`src/rtl/afcd_pkg.sv`:
```
`default_nettype none

package afcd_pkg;

    // Frame layout
    localparam int FRAME_BYTES   = 11;
    localparam int IDX_W         = 4;
    localparam int NET_LAST_IDX  = 3;
    localparam int MSG_IDX       = 4;
    localparam int COMPL_IDX     = 5;
    localparam int CRC_IDX       = 6;
    localparam int DEV_FIRST_IDX = 7;

    // CRC-8, Dallas/Maxim reflected polynomial
    localparam logic [7:0] CRC_POLY_REFL = 8'h8C;

    // Register defaults and limits
    localparam logic [15:0] TIMEOUT_RESET     = 16'd2000;
    localparam logic [7:0]  MIN_REPEATS_RESET = 8'd10;
    localparam logic [7:0]  COUNT_MAX         = 8'hFF;

    // Configuration register indexes
    localparam int CFG_IDX_W = 1;
    localparam int CFG_DATA_W = 16;
    localparam logic [CFG_IDX_W-1:0] CFG_TIMEOUT     = 1'b0;
    localparam logic [CFG_IDX_W-1:0] CFG_MIN_REPEATS = 1'b1;

    // Frame status codes
    typedef enum logic [1:0] {
        ST_OK        = 2'd0,
        ST_COMPL_ERR = 2'd1,
        ST_CRC_ERR   = 2'd2
    } status_t;

    // Bit positions in the per-frame failure flags
    localparam int FAIL_COMPL = 0;
    localparam int FAIL_CRC   = 1;

    typedef struct packed {
        logic [7:0]  rx_byte;
        logic        start_of_frame;
        logic [31:0] now_ms;
    } in_t;

    typedef struct packed {
        logic [31:0] net_id;
        logic [31:0] dev_id;
        logic [7:0]  message;
        logic [1:0]  status;
        logic [7:0]  repeat_count;
        logic        publish;
    } out_t;

    // Checked frame handed from the byte assembler to the filter
    typedef struct packed {
        logic [31:0] net_id;
        logic [31:0] dev_id;
        logic [7:0]  message;
        status_t     status;
        logic [31:0] now_ms;
    } frame_rec_t;

    // One byte of the CRC-8, bit at a time
    function automatic logic [7:0] crc8_step(input logic [7:0] crc, input logic [7:0] b);
        logic [7:0] c;
        c = crc ^ b;
        for (int k = 0; k < 8; k++) begin
            if (c[0])
                c = (c >> 1) ^ CRC_POLY_REFL;
            else
                c = c >> 1;
        end
        return c;
    endfunction

endpackage

`default_nettype wire

```
`src/rtl/alarm_frame_check_and_dedup.sv`:
```
// A frame's result is held in the frame record register, then in the result register.
// Bytes are taken at one per cycle while in_stall is low.
// The frame record register and the result register are separate, so bytes keep
// flowing while a result waits; in_stall rises only when both are held.
// Reset (rst_n, async, active low) clears byte count, CRC, filter state and
// registers to defaults; no clearing pass is needed.
`default_nettype none

module alarm_frame_check_and_dedup (
    input  wire logic                              clk,
    input  wire logic                              rst_n,
    input  wire logic                              in_valid,
    output logic                                   in_stall,
    input  wire afcd_pkg::in_t                     in_data,
    output logic                                   out_valid,
    input  wire logic                              out_stall,
    output afcd_pkg::out_t                         out_data,
    input  wire logic                              cfg_we,
    input  wire logic [afcd_pkg::CFG_IDX_W-1:0]    cfg_index,
    input  wire logic [afcd_pkg::CFG_DATA_W-1:0]   cfg_data
);
    import afcd_pkg::*;

    logic [15:0] timeout_reg;
    logic [7:0]  min_repeats_reg;

    logic [31:0] last_net_reg, last_net_next;
    logic [31:0] last_dev_reg, last_dev_next;
    logic [7:0]  last_msg_reg, last_msg_next;
    logic [31:0] last_time_reg, last_time_next;
    logic [7:0]  dup_reg, dup_next;

    logic        out_valid_reg, out_valid_next;
    out_t        out_reg, out_next;

    logic        rec_valid;
    logic        rec_take;
    frame_rec_t  rec;

    logic        advance;
    logic [31:0] gap;
    logic        same;
    logic [7:0]  dup_inc;

    // Byte assembly and frame checks
    afcd_frame u_frame (
        .clk      (clk),
        .rst_n    (rst_n),
        .in_valid (in_valid),
        .in_stall (in_stall),
        .in_data  (in_data),
        .rec_valid(rec_valid),
        .rec_take (rec_take),
        .rec      (rec)
    );

    // Result register moves when empty or being drained
    assign advance  = !out_valid_reg || !out_stall;
    assign rec_take = advance && rec_valid;

    // Configuration writes
    always_ff @(posedge clk or negedge rst_n)
    begin
        if (!rst_n)
        begin
            timeout_reg     <= TIMEOUT_RESET;
            min_repeats_reg <= MIN_REPEATS_RESET;
        end
        else if (cfg_we)
        begin
            case (cfg_index)
                CFG_TIMEOUT:     timeout_reg     <= cfg_data;
                CFG_MIN_REPEATS: min_repeats_reg <= cfg_data[7:0];
                default:         ;
            endcase
        end
    end

    // Repeat test and counter update
    always_comb
    begin
        gap     = rec.now_ms - last_time_reg;
        dup_inc = dup_reg + 8'd1;
        same    = (dup_reg != 8'd0) && (rec.net_id == last_net_reg) &&
                  (rec.dev_id == last_dev_reg) && (rec.message == last_msg_reg) &&
                  (gap <= {16'h0, timeout_reg});

        last_net_next  = last_net_reg;
        last_dev_next  = last_dev_reg;
        last_msg_next  = last_msg_reg;
        last_time_next = last_time_reg;
        dup_next       = dup_reg;
        out_valid_next = out_valid_reg;
        out_next       = out_reg;

        if (advance)
        begin
            out_valid_next       = rec_valid;
            out_next.net_id      = rec.net_id;
            out_next.dev_id      = rec.dev_id;
            out_next.message     = rec.message;
            out_next.status      = rec.status;
            out_next.publish     = 1'b0;
            out_next.repeat_count = dup_reg;

            if (rec_valid && (rec.status == ST_OK))
            begin
                last_time_next = rec.now_ms;
                if (same)
                begin
                    if (dup_reg != COUNT_MAX)
                    begin
                        dup_next         = dup_inc;
                        out_next.publish = (dup_inc == min_repeats_reg);
                    end
                end
                else
                begin
                    last_net_next    = rec.net_id;
                    last_dev_next    = rec.dev_id;
                    last_msg_next    = rec.message;
                    dup_next         = 8'd1;
                    out_next.publish = (min_repeats_reg == 8'd1);
                end
                out_next.repeat_count = dup_next;
            end
        end
    end

    // Filter state and result valid
    always_ff @(posedge clk or negedge rst_n)
    begin
        if (!rst_n)
        begin
            last_net_reg  <= '0;
            last_dev_reg  <= '0;
            last_msg_reg  <= '0;
            last_time_reg <= '0;
            dup_reg       <= '0;
            out_valid_reg <= 1'b0;
        end
        else
        begin
            last_net_reg  <= last_net_next;
            last_dev_reg  <= last_dev_next;
            last_msg_reg  <= last_msg_next;
            last_time_reg <= last_time_next;
            dup_reg       <= dup_next;
            out_valid_reg <= out_valid_next;
        end
    end

    // Result payload
    always_ff @(posedge clk)
    begin
        out_reg <= out_next;
    end

    assign out_valid = out_valid_reg;
    assign out_data  = out_reg;

    // Publish only on a good frame
    a_publish_ok: assert property (@(posedge clk) disable iff (!rst_n)
        (out_valid && out_data.publish) |-> (out_data.status == ST_OK))
        else $error("publish on a failed frame");

    // Publish means the count just reached the threshold
    a_publish_count: assert property (@(posedge clk) disable iff (!rst_n)
        (out_valid && out_data.publish) |-> (out_data.repeat_count == min_repeats_reg))
        else $error("publish with count off threshold");

    // A good frame always leaves a nonzero count
    a_count_nonzero: assert property (@(posedge clk) disable iff (!rst_n)
        (out_valid && (out_data.status == ST_OK)) |-> (out_data.repeat_count != 8'd0))
        else $error("good frame with zero count");

    // Input stalls only while a checked frame is waiting
    a_stall_cause: assert property (@(posedge clk) disable iff (!rst_n)
        in_stall |-> (rec_valid && out_valid_reg && out_stall))
        else $error("input stalled without a pending frame");

endmodule

`default_nettype wire

```
`src/rtl/afcd_frame.sv`:
```
`default_nettype none

module afcd_frame (
    input  wire logic                clk,
    input  wire logic                rst_n,
    input  wire logic                in_valid,
    output logic                     in_stall,
    input  wire afcd_pkg::in_t       in_data,
    output logic                     rec_valid,
    input  wire logic                rec_take,
    output afcd_pkg::frame_rec_t     rec
);
    import afcd_pkg::*;

    logic [IDX_W-1:0] byte_index_reg, byte_index_next;
    logic [7:0]       crc_reg, crc_next;
    logic [31:0]      net_reg, net_next;
    logic [7:0]       msg_reg, msg_next;
    logic [1:0]       fail_reg, fail_next;
    logic [31:0]      dev_reg, dev_next;
    logic             rec_valid_reg, rec_valid_next;
    frame_rec_t       rec_reg, rec_next;

    logic             accept;
    logic [IDX_W-1:0] idx;
    logic [7:0]       crc_base;
    logic             last_byte;
    logic [7:0]       b;

    // A pending record blocks only until the filter takes it
    assign in_stall = rec_valid_reg && !rec_take;
    assign accept   = in_valid && !in_stall;
    assign b        = in_data.rx_byte;

    // Position of this byte; a start mark or an out-of-range count restarts
    always_comb
    begin
        if (in_data.start_of_frame || (byte_index_reg >= IDX_W'(FRAME_BYTES)))
            idx = '0;
        else
            idx = byte_index_reg;
        crc_base  = (idx == '0) ? 8'h00 : crc_reg;
        last_byte = (idx == IDX_W'(FRAME_BYTES - 1));
    end

    // Field assembly and checks
    always_comb
    begin
        byte_index_next = byte_index_reg;
        crc_next        = crc_reg;
        net_next        = net_reg;
        msg_next        = msg_reg;
        fail_next       = fail_reg;
        dev_next        = dev_reg;
        rec_valid_next  = rec_valid_reg;
        rec_next        = rec_reg;

        if (rec_take)
            rec_valid_next = 1'b0;

        if (accept)
        begin
            if (idx <= IDX_W'(NET_LAST_IDX))
                net_next = (idx == '0) ? {24'h0, b} : {net_reg[23:0], b};
            else if (idx == IDX_W'(MSG_IDX))
                msg_next = b;
            else if (idx == IDX_W'(COMPL_IDX))
                fail_next = {1'b0, ((msg_reg ^ b) != 8'hFF)};
            else if (idx == IDX_W'(CRC_IDX))
                fail_next[FAIL_CRC] = fail_reg[FAIL_CRC] | (b != crc_reg);
            else
                dev_next = (idx == IDX_W'(DEV_FIRST_IDX)) ? {24'h0, b} : {dev_reg[23:0], b};

            if (idx < IDX_W'(CRC_IDX))
                crc_next = crc8_step(crc_base, b);
            else
                crc_next = crc_base;

            if (last_byte)
            begin
                byte_index_next = '0;
                rec_valid_next  = 1'b1;
                rec_next.net_id  = net_reg;
                rec_next.dev_id  = {dev_reg[23:0], b};
                rec_next.message = msg_reg;
                rec_next.now_ms  = in_data.now_ms;
                if (fail_reg[FAIL_COMPL])
                    rec_next.status = ST_COMPL_ERR;
                else if (fail_reg[FAIL_CRC])
                    rec_next.status = ST_CRC_ERR;
                else
                    rec_next.status = ST_OK;
            end
            else
                byte_index_next = idx + IDX_W'(1);
        end
    end

    // Control state
    always_ff @(posedge clk or negedge rst_n)
    begin
        if (!rst_n)
        begin
            byte_index_reg <= '0;
            crc_reg        <= '0;
            rec_valid_reg  <= 1'b0;
        end
        else
        begin
            byte_index_reg <= byte_index_next;
            crc_reg        <= crc_next;
            rec_valid_reg  <= rec_valid_next;
        end
    end

    // Payload, no reset
    always_ff @(posedge clk)
    begin
        net_reg  <= net_next;
        msg_reg  <= msg_next;
        fail_reg <= fail_next;
        dev_reg  <= dev_next;
        rec_reg  <= rec_next;
    end

    assign rec_valid = rec_valid_reg;
    assign rec       = rec_reg;

endmodule

`default_nettype wire
```
`config.mk`:
```
export PLATFORM = sky130hd
export DESIGN_NAME = alarm_frame_check_and_dedup
export DESIGN_NICKNAME = d
export VERILOG_FILES = /design/src/rtl/afcd_pkg.sv /design/src/rtl/alarm_frame_check_and_dedup.sv /design/src/rtl/afcd_frame.sv
export SDC_FILE = /design/constraint.sdc
export NUM_CORES = 1
export LEC_CHECK = 0
export ABC_AREA = 0
export ABC_CLOCK_PERIOD_IN_PS = 11600
export BUFFER_PORTS_ARGS = -buffer_cell sky130_fd_sc_hd__buf_4
export CORE_MARGIN = 2
export CORE_UTILIZATION = 47
export CTS_CLUSTER_SIZE = 30
export DETAILED_ROUTE_END_ITERATION = 8
export PLACE_DENSITY = 0.74
export SETUP_SLACK_MARGIN = 0.02
export SYNTH_ARGS = -nofsm -noshare
export SYNTH_HDL_FRONTEND = slang
export SYNTH_SLANG_ARGS = --single-unit
```
`constraint.sdc`:
```
create_clock -name clk -period 11.6 [get_ports clk]
set_input_delay 0.58 -clock clk [delete_from_list [all_inputs] [get_ports clk]]
set_output_delay 0.58 -clock clk [all_outputs]
set_load 0.03 [all_outputs]
```
==> run summary <==
layout net count - 1,643
Worst-Margin Slew - 1060 ps
Hold Path Class - in -> async
part of the Yosys area used for sequential elements - 62.7%
# IOs - 148
Yosys warning count - 0
H-Tree Level Count - 2
final WL - 41,300 µm
clock-pin slew on the worst setup and hold paths - 60 ps
total of max-cap violations - 0
Gates resized, CTS repair - 0
Num CTS Buffers - 43
Post-DRT Antenna Nets - 0
via/cell ratio - 5.44
DP Cell Count - 2,003
status - completed
share of layout cells above drive strength 1 - 21.1%
Post-Route Skew - 33.4 ps
Fin Setup TNS - 0 ps
Top FF cell, synth - edfxtp_1
drt drc - 0
FILL cells - 3,131
routability congestion estimate - 0.881
Seq cells post-synth - 405
Clk Latency, worst-skew pair - 580 ps
RSZ-0062 raised after global routing - false
CTS sink count - 405
Crit path arrival time - 6150 ps
Initial Util - 47.4%
largest net degree at the start of global routing - 89
Static Leakage - 8.62 nW
crit-path max FO - 52
Vias - 11.3k
Core Box Area - 38,500 µm²
reg2reg end - last_net_reg[19]
total gr overflow - 0
dpl hpwl - 28,200 µm
first-pass GRT wire length - 64,800 µm
FF-to-FF Start - last_time_reg[0]
CTS tree - built
Rows - 72
Max Buffers Root-to-Sink - 3
Largest register FFs - 106
fin. max-slew vios - 0
Chip Width - 201 µm
wire length per cell - 19.8 µm
Net Count, Synth - 1,489
Layout Cells excl Fill - 2,083
CP Class - reg -> reg
R2R depth - 19
Post-synth EDFFs - 255
endpoints failing setup - 0
Die Area - 40,400 µm²
Final period util - 49.0%
Fin. Hold Viols - 0
Period minus WS final - 5690 ps
Async SR Flop Fraction - 37.0%
GRT Total Usage - 20.6%
post-CTS setup buffers - 0
Post-Synthesis Cells - 1,376
Worst R2R Setup Slack - 5910 ps
syn_area_per_cell - 13.2 µm²
n_diodes - 0
CP Launch Type - flop
Slew headroom - 29.3%
Vert. Die Dim - 201 µm
required time of the critical path - 12,060 ps
f_max - 0.176 GHz
Yosys cell types - 70
Root Buffer - clkbuf_16
Area Overhead vs Synth - 17.1%
Cell Area, Synth - 18,200 µm²
DR iter-0 viols - 621
pwr dens - 164 nW/µm²
Post-CTS Hold Fix Bufs - 0
Worst Setup End Kind - flop
Peak supply drop - 0.000134 V
1st-pass router iterations - 5
vias in the first global route - 11.4k
initial antenna violation count - 0
port buffer count - 147
## area by class of cell
cell class              instances  area [µm²]  share of cell area [%]
multi-input cells             852        6280                    29.4
clock buffers                  63        1290                    6.06
flip-flops and latches        405       11400                    53.5
repair buffers                156        1170                    5.51
clock inverters                17         248                    1.16
inverters                      72         270                    1.27
well taps                     518         648                    3.04
## cells in the mapped netlist (8+ instances only)
cell type / n / area (µm²)
a21o_1: 13 / 97.6
dfrtp_1: 142 / 3550
nand2b_1: 13 / 81.3
a21oi_1: 61 / 305
o21ai_0: 87 / 435
nand3_1: 20 / 100
nor2_1: 31 / 116
nor4_1: 21 / 131
and2_1: 44 / 275
clkbuf_1: 31 / 116
inv_1: 72 / 270
xor2_1: 77 / 674
edfxtp_1: 255 / 7660
nand2_1: 127 / 477
o22ai_1: 8 / 50.1
mux2_4: 63 / 946
dfstp_2: 8 / 210
nand4_1: 19 / 119
mux2_2: 13 / 146
mux2i_1: 8 / 80.1
ha_1: 49 / 613
o31ai_1: 11 / 82.6
and3_1: 12 / 75.1
xnor2_1: 63 / 552
nor3_1: 19 / 95.1
## through the flow
| step | total power, mW | setup WS, ps | util, % | hold slack [ps] | area, µm² |
|---|---|---|---|---|---|
| after global placement | 2.04 | 6070 | 51.5 | 401 | 19800 |
| after CTS | 3.52 | 5980 | 55.5 | 106 | 21300 |
| after detailed placement | 2.06 | 5990 | 51.5 | 405 | 19800 |
| after global routing | 3.63 | 5440 | 55.5 | 148 | 21300 |
| final | 3.49 | 5910 | 55.5 | 101 | 21300 |
| after floorplan | 1.94 | 4240 | - | 284 | 18200 |
## kinds of logic after synthesis
group / count (synthesis) / synth area share (%)
flops: 405 / 62.7
mux: 84 / 6.44
simple gates: 336 / 9.35
buf+inv: 119 / 3.15
xor+xnor: 140 / 6.73
compound gates: 242 / 8.17
fa+ha+maj: 50 / 3.48
## worst max path at each step
stage,start,end,slack (ps),cells after the start
detailed placement,last_time_reg[0],last_net_reg[9],5990,19
global placement,last_time_reg[0],last_dev_reg[0],6070,19
finish,last_time_reg[0],last_net_reg[19],5910,19
floorplan,out_stall,u_frame.rec_valid,4240,4
global route,last_time_reg[0],last_net_reg[2],5440,19
CTS,last_time_reg[0],last_net_reg[19],5980,19
## worst max-delay path, stage by stage (launching register included)
cell	delay [ps]
dfrtp_1	380
ha_1	230
fa_1	420
nand2b_1	200
a21oi_1	230
o21ai_1	130
a21oi_1	270
nor2_1	90
xnor2_1	150
ha_1	290
nand4_1	90
nor3_1	70
a221oi_1	260
a22oi_1	130
nor4bb_1	380
nand4_1	130
or4_1	800
and2_4	390
buf_4	460
mux2_4	420
## cells in the final DEF, fill, tap and decap left out, types with 6 or more instances in the layout
cell type	count
a21o_1	13
a21oi_1	59
a31oi_1	7
and2_1	44
and3_1	12
buf_4	155
clkbuf_1	8
clkbuf_16	45
clkbuf_8	10
clkinv_2	6
dfrtp_1	142
dfstp_2	8
edfxtp_1	255
ha_1	49
inv_1	72
mux2_2	13
mux2_4	63
mux2i_1	8
nand2_1	126
nand2b_1	13
nand3_1	20
nand4_1	19
nor2_1	30
nor3_1	18
nor4_1	20
o211ai_1	7
o21ai_0	87
o22ai_1	8
o31ai_1	11
xnor2_1	63
xor2_1	77
## power breakdown
part / switching, mW / internal, mW / leakage [nW]
Sequential: 0.0579 / 1.62 / 4.43
Clock: 0.590 / 0.875 / 0.762
Combinational: 0.193 / 0.157 / 3.42
Total: 0.841 / 2.65 / 8.62
## layer usage
| layer | routed length [µm] | GRT usage, % | vias up |
|---|---|---|---|
| met5 | 0 | 0 | - |
| met4 | 1050 | 6.51 | 0 |
| met3 | 1980 | 3.43 | 66 |
| met2 | 20100 | 34.3 | 305 |
| met1 | 18200 | 27.8 | 5690 |
| li1 | - | - | 5275 |
Power figures use the tool's default switching activity.
